### config.mk
export PLATFORM = sky130hd
export DESIGN_NAME = uart_baud_divider_ratio
export DESIGN_NICKNAME = d
export VERILOG_FILES = /design/src/rtl/ubdr_pkg.sv /design/src/rtl/uart_baud_divider_ratio.sv /design/src/rtl/ubdr_ctrl.sv /design/src/rtl/ubdr_dp.sv
export SDC_FILE = /design/constraint.sdc
export NUM_CORES = 1
export LEC_CHECK = 0
export ABC_AREA = 1
export BUFFER_PORTS_ARGS = -buffer_cell sky130_fd_sc_hd__buf_4
export CAP_MARGIN = 20
export CORE_MARGIN = 1.5
export CORE_UTILIZATION = 45
export DETAILED_ROUTE_END_ITERATION = 8
export SYNTH_ARGS = -nofsm -noshare
export SYNTH_HDL_FRONTEND = slang
export SYNTH_SLANG_ARGS = --single-unit
### constraint.sdc
create_clock -name clk -period 8.4 [get_ports clk]
set_clock_uncertainty 0.15 [all_clocks]
set_input_delay 1.26 -clock clk [delete_from_list [all_inputs] [get_ports clk]]
set_output_delay 1.26 -clock clk [all_outputs]
set_load 0.1 [all_outputs]
### src/rtl/ubdr_pkg.sv
// Package: shared types and constants for the fractional baud divider ratio block.
package ubdr_pkg;

    localparam int unsigned REF_CLOCK_RESET = 32'd20000000;
    localparam int unsigned DIVIDER_LIMIT_DEFAULT = 65536;
    localparam int unsigned SMALL_SHARE = 200;
    localparam int unsigned VAL_W = 33;

    typedef enum logic [3:0] {
        ST_IDLE,
        ST_LOAD,
        ST_TZ,
        ST_ODD,
        ST_GCD,
        ST_DIV,
        ST_CHECK,
        ST_QUOT,
        ST_HALVE,
        ST_OUT
    } state_t;

    typedef struct packed {
        logic load;
        logic strip_tz;
        logic make_odd;
        logic gcd_step;
        logic div_start;
        logic quot_start;
        logic halve;
        logic finish;
    } cmd_t;

    typedef struct packed {
        logic tz_done;
        logic odd_done;
        logic gcd_done;
        logic div_done;
        logic need_quot;
        logic fits;
    } status_t;

endpackage

### src/rtl/uart_baud_divider_ratio.sv
// Top level: fractional baud divider ratio (increment, modulator) computation.
//
// Input channel: req_baud with in_valid/in_stall. A zero baud is accepted
// and dropped without a result. Each nonzero item yields one result item on
// increment_minus_one / modulator_minus_one with out_valid/out_stall.
// One item is worked at a time; in_stall is high while an item is in work.
// Steps: the common-power-of-two strip, the odd-making shifts, the binary
// gcd, the two exact divisions by the gcd on a shared bit-serial divider,
// the optional rounded quotient on the same divider, and the halving.
// The user is to write the reference clock through cfg_we/cfg_data only
// while idle; the block itself does not enforce it. Reset sets it to
// 20000000 and returns the controller to idle with no result pending.
// While the receiver stalls, the result holds on the outputs and no new item
// is taken.
module uart_baud_divider_ratio #(
    parameter int unsigned DIVIDER_LIMIT = ubdr_pkg::DIVIDER_LIMIT_DEFAULT
) (
    input  logic        clk,
    input  logic        rst_n,
    input  logic        cfg_we,
    input  logic [31:0] cfg_data,
    input  logic        in_valid,
    output logic        in_stall,
    input  logic [23:0] req_baud,
    output logic        out_valid,
    input  logic        out_stall,
    output logic [15:0] increment_minus_one,
    output logic [15:0] modulator_minus_one
);

    logic [31:0] ref_clock_reg;
    logic [23:0] baud_reg;
    logic        busy;
    logic        start;
    ubdr_pkg::cmd_t    cmd;
    ubdr_pkg::status_t st;

    always_ff @(posedge clk or negedge rst_n)
    begin
        if (!rst_n)
        begin
            ref_clock_reg <= ubdr_pkg::REF_CLOCK_RESET;
        end
        else if (cfg_we)
        begin
            ref_clock_reg <= cfg_data;
        end
    end

    // a zero baud is swallowed at the door
    assign in_stall = busy;
    assign start = in_valid && !busy && (req_baud != '0);

    always_ff @(posedge clk)
    begin
        if (start)
        begin
            baud_reg <= req_baud;
        end
    end

    // out_valid exactly while the controller sits in its output state
    ubdr_ctrl u_ctrl (
        .clk       (clk),
        .rst_n     (rst_n),
        .start     (start),
        .out_free  (!out_stall),
        .st        (st),
        .cmd       (cmd),
        .busy      (busy),
        .out_valid (out_valid)
    );

    ubdr_dp #(.DIVIDER_LIMIT(DIVIDER_LIMIT)) u_dp (
        .clk       (clk),
        .ref_clock (ref_clock_reg),
        .baud      (baud_reg),
        .cmd       (cmd),
        .st        (st),
        .inc_m1    (increment_minus_one),
        .md_m1     (modulator_minus_one)
    );

endmodule

### src/rtl/ubdr_ctrl.sv
// Controller: sequences one item through the reduction steps.
module ubdr_ctrl (
    input  logic              clk,
    input  logic              rst_n,
    input  logic              start,
    input  logic              out_free,
    input  ubdr_pkg::status_t st,
    output ubdr_pkg::cmd_t    cmd,
    output logic              busy,
    output logic              out_valid
);

    ubdr_pkg::state_t state_reg, state_next;

    always_ff @(posedge clk or negedge rst_n)
    begin
        if (!rst_n)
        begin
            state_reg <= ubdr_pkg::ST_IDLE;
        end
        else
        begin
            state_reg <= state_next;
        end
    end

    always_comb
    begin
        state_next = state_reg;
        unique case (state_reg)
            ubdr_pkg::ST_IDLE:  if (start) state_next = ubdr_pkg::ST_LOAD;
            ubdr_pkg::ST_LOAD:  state_next = ubdr_pkg::ST_TZ;
            ubdr_pkg::ST_TZ:    if (st.tz_done) state_next = ubdr_pkg::ST_ODD;
            ubdr_pkg::ST_ODD:   if (st.odd_done) state_next = ubdr_pkg::ST_GCD;
            ubdr_pkg::ST_GCD:   if (st.gcd_done) state_next = ubdr_pkg::ST_DIV;
            ubdr_pkg::ST_DIV:   if (st.div_done) state_next = ubdr_pkg::ST_CHECK;
            ubdr_pkg::ST_CHECK: state_next = st.need_quot ? ubdr_pkg::ST_QUOT
                                                           : ubdr_pkg::ST_HALVE;
            ubdr_pkg::ST_QUOT:  if (st.div_done) state_next = ubdr_pkg::ST_HALVE;
            ubdr_pkg::ST_HALVE: if (st.fits) state_next = ubdr_pkg::ST_OUT;
            ubdr_pkg::ST_OUT:   if (out_free) state_next = ubdr_pkg::ST_IDLE;
            default:            state_next = ubdr_pkg::ST_IDLE;
        endcase
    end

    always_comb
    begin
        cmd = '0;
        busy = 1'b1;
        out_valid = 1'b0;
        unique case (state_reg)
            ubdr_pkg::ST_IDLE:  busy = 1'b0;
            ubdr_pkg::ST_LOAD:  cmd.load = 1'b1;
            ubdr_pkg::ST_TZ:    cmd.strip_tz = 1'b1;
            ubdr_pkg::ST_ODD:   cmd.make_odd = 1'b1;
            ubdr_pkg::ST_GCD:   begin
                cmd.gcd_step = 1'b1;
                cmd.div_start = st.gcd_done;
            end
            ubdr_pkg::ST_DIV:   ;
            ubdr_pkg::ST_CHECK: cmd.quot_start = st.need_quot;
            ubdr_pkg::ST_QUOT:  ;
            ubdr_pkg::ST_HALVE: cmd.halve = 1'b1;
            ubdr_pkg::ST_OUT:   begin
                cmd.finish = out_free;
                out_valid = 1'b1;
            end
            default:            busy = 1'b0;
        endcase
    end

    assert property (@(posedge clk) disable iff (!rst_n)
        (state_reg == ubdr_pkg::ST_IDLE && start) |=> state_reg == ubdr_pkg::ST_LOAD)
        else $error("start not taken");
    assert property (@(posedge clk) disable iff (!rst_n)
        (state_reg == ubdr_pkg::ST_OUT && !out_free) |=> state_reg == ubdr_pkg::ST_OUT)
        else $error("result dropped");
    assert property (@(posedge clk) disable iff (!rst_n)
        state_reg == ubdr_pkg::ST_LOAD |=> state_reg == ubdr_pkg::ST_TZ)
        else $error("load sequence broken");

endmodule

### src/rtl/ubdr_dp.sv
// Datapath: reduction registers, binary gcd, shared bit-serial divider.
module ubdr_dp #(
    parameter int unsigned DIVIDER_LIMIT = ubdr_pkg::DIVIDER_LIMIT_DEFAULT
) (
    input  logic              clk,
    input  logic [31:0]       ref_clock,
    input  logic [23:0]       baud,
    input  ubdr_pkg::cmd_t    cmd,
    output ubdr_pkg::status_t st,
    output logic [15:0]       inc_m1,
    output logic [15:0]       md_m1
);

    localparam int W = ubdr_pkg::VAL_W;
    localparam logic [W-1:0] LIMIT = W'(DIVIDER_LIMIT);

    logic [W-1:0] md_reg, md_next, inc_reg, inc_next;
    logic [W-1:0] a_reg, a_next, b_reg, b_next;
    logic [W-1:0] g_reg, g_next;
    // divider: dividend q, remainder r, divisor d
    logic [W-1:0] q_reg, q_next, r_reg, r_next, d_reg, d_next;
    logic [5:0]   cnt_reg, cnt_next;
    logic [1:0]   dsel_reg, dsel_next;  // 0 idle, 1 md, 2 inc, 3 quotient
    logic [W-1:0] rs, sh;
    logic [W:0]   diff;
    logic [W-1:0] dq;

    always_ff @(posedge clk)
    begin
        md_reg <= md_next; inc_reg <= inc_next;
        a_reg <= a_next; b_reg <= b_next; g_reg <= g_next;
        q_reg <= q_next; r_reg <= r_next; d_reg <= d_next;
        cnt_reg <= cnt_next; dsel_reg <= dsel_next;
    end

    always_comb
    begin
        rs = {r_reg[W-2:0], q_reg[W-1]};
        diff = {1'b0, rs} - {1'b0, d_reg};
        sh = diff[W] ? rs : diff[W-1:0];
        dq = {q_reg[W-2:0], ~diff[W]};
    end

    always_comb
    begin
        md_next = md_reg; inc_next = inc_reg;
        a_next = a_reg; b_next = b_reg; g_next = g_reg;
        q_next = q_reg; r_next = r_reg; d_next = d_reg;
        cnt_next = cnt_reg; dsel_next = dsel_reg;
        if (cmd.load)
        begin
            md_next = {1'b0, ref_clock};
            inc_next = {5'd0, baud, 4'd0};
            dsel_next = 2'd0;
        end
        if (cmd.strip_tz && !md_reg[0] && !inc_reg[0])
        begin
            md_next = md_reg >> 1;
            inc_next = inc_reg >> 1;
        end
        if (cmd.strip_tz && st.tz_done)
        begin
            a_next = md_reg;
            b_next = inc_reg;
        end
        if (cmd.make_odd)
        begin
            if (a_reg != '0 && !a_reg[0]) a_next = a_reg >> 1;
            if (!b_reg[0]) b_next = b_reg >> 1;
        end
        if (cmd.gcd_step && !st.gcd_done)
        begin
            if (!a_reg[0]) a_next = a_reg >> 1;
            else if (!b_reg[0]) b_next = b_reg >> 1;
            else if (a_reg > b_reg) a_next = a_reg - b_reg;
            else b_next = b_reg - a_reg;
        end
        if (cmd.div_start)
        begin
            g_next = (a_reg == '0) ? b_reg : a_reg;
            d_next = (a_reg == '0) ? b_reg : a_reg;
            q_next = md_reg; r_next = '0; cnt_next = 6'(W); dsel_next = 2'd1;
        end
        else if (cmd.quot_start)
        begin
            d_next = inc_reg;
            q_next = md_reg + (inc_reg >> 1);
            r_next = '0; cnt_next = 6'(W); dsel_next = 2'd3;
        end
        else if (dsel_reg != 2'd0 && !cmd.load)
        begin
            if (cnt_reg != '0)
            begin
                q_next = dq; r_next = sh; cnt_next = cnt_reg - 6'd1;
            end
            else
            begin
                unique case (dsel_reg)
                    2'd1:
                    begin
                        md_next = q_reg;
                        d_next = g_reg; q_next = inc_reg; r_next = '0;
                        cnt_next = 6'(W); dsel_next = 2'd2;
                    end
                    2'd2:
                    begin
                        inc_next = q_reg; dsel_next = 2'd0;
                    end
                    2'd3:
                    begin
                        md_next = q_reg; inc_next = W'(1); dsel_next = 2'd0;
                    end
                    default: dsel_next = 2'd0;
                endcase
            end
        end
        if (cmd.halve && !st.fits)
        begin
            md_next = md_reg >> 1;
            inc_next = inc_reg >> 1;
        end
    end

    // md/200 avoided as a divide: inc < md/200 <=> 200*inc + 199 < md
    logic [W+8:0] inc200;
    assign inc200 = (W+9)'(inc_reg) * (W+9)'(ubdr_pkg::SMALL_SHARE)
                    + (W+9)'(ubdr_pkg::SMALL_SHARE - 1);

    always_comb
    begin
        st.tz_done = md_reg[0] || inc_reg[0];
        st.odd_done = (a_reg == '0 || a_reg[0]) && b_reg[0];
        st.gcd_done = (a_reg == '0) || (a_reg == b_reg);
        st.div_done = (dsel_reg == 2'd0);
        st.need_quot = (md_reg > LIMIT) && (inc200 < (W+9)'(md_reg));
        st.fits = (md_reg <= LIMIT) && (inc_reg <= LIMIT);
    end

    assign inc_m1 = (inc_reg == '0) ? 16'd0 : 16'(inc_reg - W'(1));
    assign md_m1 = (md_reg == '0) ? 16'd0 : 16'(md_reg - W'(1));

endmodule

==> results.md <==
| Metric | Value | Unit |
|---|---|---|
| Largest net degree at the start of global routing | 89 | - |
| Reg2reg start | u_dp.inc_reg[9] | - |
| Root buf cell | clkbuf_16 | - |
| Maximum clock path buffer count | 3 | - |
| Global-route wire length before repair | 199.5 | mm |
| Per-instance average area after synthesis | 6.568 | sq um |
| Required @ worst endpoint | 8.57 | ns |
| Max-slew violation count | 0 | - |
| Post-Syn Nets | 5321 | - |
| Final sum of negative setup slack | 0 | ns |
| Cells on worst reg2reg path | 35 | - |
| Placeable core area | 71360 | sq um |
| Clock sink count | 331 | - |
| Vias/cell | 5.852 | - |
| Largest driver fanout on the critical path | 26 | - |
| Final routed DRC violation total | 0 | - |
| Leading post-synthesis cells by cell area | nand2_1, ha_1, edfxtp_1 | - |
| Number of iterations in the first detailed-routing pass | 6 | - |
| Via count of the first global-routing pass | 31100 | - |
| Highest cell delay on the worst timing path | 0.99 | ns |
| Hold violation total from the final report | 0 | - |
| Nature of the critical path endpoint | flip-flop | - |
| Total vias in the final route | 34480 | - |
| Height of the die | 271.1 | um |
| Fraction of layout cells with a size suffix above 1 | 5.929 | % |
| RD Place Congestion | 1.031 | - |
| Worst Hold Depth | 2 | - |
| Worst min-delay path category | flip-flop to flip-flop | - |
| I/O Buffers | 94 | - |
| Area enclosed by the die boundary | 73500 | sq um |
| # Max-Cap Violations | 0 | - |
| Total Nets Final | 5304 | - |
| Antenna violations before repair | 1 | - |
| Start-to-end type of the worst setup path | flip-flop to flip-flop | - |
| Count of flip-flops with a built-in enable after synthesis | 123 | - |
| Overflow left after global routing | 0 | - |
| Slew margin rel. | 25.93 | % |
| HPWL reported at the end of detailed placement | 106.1 | mm |
| Antenna Nets Post-Route | 0 | - |
| Number of gates resized after cts | 0 | - |
| Starting DRT DRC Count | 4295 | - |
| Clock slew at reported path FFs | 0.06 | ns |
| Yosys cell types | 58 | - |
| Fraction of synthesized cell area taken by the top area cell type | 12.12 | % |
| Final setup violation count | 0 | - |
| Min cycle time layout | 7.805 | ns |
| Fmax achieved | 128.1 | MHz |
| Initial cell density of the core | 45.33 | % |
| Mapped cell area | 32350 | sq um |
| Cell accounting for the most synthesized area | nand2_1 | - |
| Post-synthesis sequential area ratio | 24.88 | % |
| FILL cells | 7492 | - |
| Clock buffer count from CTS | 42 | - |
| Number of placement rows | 98 | - |
| Multi-input logic area | 20720 | sq um |
| Yosys reg bits | 331 | - |
| Library cell appearing most often on the critical path | nand2_1 | - |
| Transition time of the tightest slew-check pin | 1.097 | ns |
| I/O pins | 95 | - |
| CTS hold repair buffers | 0 | - |
| Synth warn | 0 | - |
| Startpoint of the most critical setup path | u_dp.inc_reg[9] | - |
| Setup repair after global routing missed its margin | false | - |
| Tcrit/Tclk final | 92.92 | % |
| Routed length per placed instance | 23.08 | um |
| Fraction of registers with async set or reset after synthesis | 10.88 | % |
| Start point of the worst hold path | u_dp.cnt_reg[3] | - |
| Critical Path AT | 7.98 | ns |
| Slowest-stage cell, CP | dfxtp_1 | - |
| Most frequent cell after synthesis | nand2_1 | - |
| Number of levels the H-tree was split into | 2 | - |
| TritonCTS clock tree | yes | - |
| Total routed wirelength | 136.0 | mm |
| Clock latency of the later-clocked register in the worst-skew pair | 0.62 | ns |
| Final core area utilization | 49.52 | % |
| Number of standard cells after synthesis | 4925 | - |
| Top post-synthesis cells by count | nand2_1, inv_1, o21ai_0 | - |
| Buffers inserted during post-CTS setup optimization | 0 | - |
| Growth of design area from synthesis to finish | 9.264 | % |
| Sequential Area | 8048 | sq um |
| Sort of element at the start of the critical path | flip-flop | - |
| Aggregate global-route resource usage | 35.82 | % |
| Status | completed | - |
| Top flip-flop cell by instance count after synthesis | dfxtp_1 | - |
| Horiz. Die Dim | 271.1 | um |
critical path, delay by kind of cell, from the launching register on:
family	cells	cell delay (ns)
buffers and inverters	5	0.89
AND/OR/NAND/NOR	20	2.75
adder cells (fa/ha/maj)	5	1.83
flip-flops	1	0.99
XOR/XNOR	1	0.19
AO/OA/AOI/OAI	4	0.73
layout make-up:
class                           count  area share, %
Clock inverter                     20         0.7470
Multi-Input combinational cell   3647          58.62
Inverter                          734          7.806
Tap cell                          950          3.363
Antenna cell                        1       0.007080
Timing Repair Buffer              152          3.285
Sequential cell                   331          22.77
Clock buffer                       58          3.406
cell families (layout without fill, tap and decap cells):
kind of cell / count (synthesis) / in the layout / synth area share (%)
DFF: 331 / 331 / 24.88
adders and majority gates: 335 / 335 / 13.70
AOI/OAI and AO/OA: 1304 / 1304 / 22.30
buffers and inverters: 947 / 964 / 11.31
other: 0 / 1 / 0
xor gates and xnor gates: 138 / 138 / 3.737
and+or+nand+nor: 1870 / 1870 / 24.08
layout by cell type (no fill, tap or decap), drive strengths merged, types with 32 or more instances in the layout:
cell    count
o211ai    104
o22ai      32
dfxtp     172
nand3     223
nand2    1058
nor2      411
a21oi     399
xor2       94
edfxtp    123
buf       152
nor3       60
ha        303
nand4      87
fa         32
clkbuf     58
o21ai     633
inv       732
xnor2      44
routing by layer:
layer	up-vias	GRT usage, %	routed length [um]
met5	-	0	0
met4	0	13.08	5246
met3	206	5.769	14830
met2	1824	51.22	54930
met1	16050	53.57	61020
li1	16410	-	-
path summary, 6_finish.rpt:
| kind | slack, ns | endpoint |
|---|---|---|
| setup / recovery | 0.59 | u_dp.d_reg[19] |
| max in group asynchronous | 7.23 | u_ctrl.state_reg[1] |
| setup reg to reg | 0.59 | u_dp.d_reg[19] |
| hold / removal | 0.33 | u_dp.cnt_reg[3] |
| hold reg to reg | 0.33 | u_dp.cnt_reg[3] |
| min in group asynchronous | 0.48 | ref_clock_reg[3] |
through the flow:
stage | hold slack (ns) | std cells | worst slack (ns) | area [sq um]
floorplan | 0.3024 | 4925 | 2.087 | 32350
global placement | 0.3161 | 5813 | 0.7404 | 33850
detailed placement | 0.3212 | 5813 | 0.7128 | 33850
CTS | 0.3299 | 5891 | 0.7218 | 35310
global route | 0.3497 | 5892 | 0.1207 | 35340
finish | 0.3335 | 5893 | 0.5949 | 35340
Power is left out: the tool's default activity adds up to more than one toggle a clock period on the data nets, which glitch-free logic cannot reach.
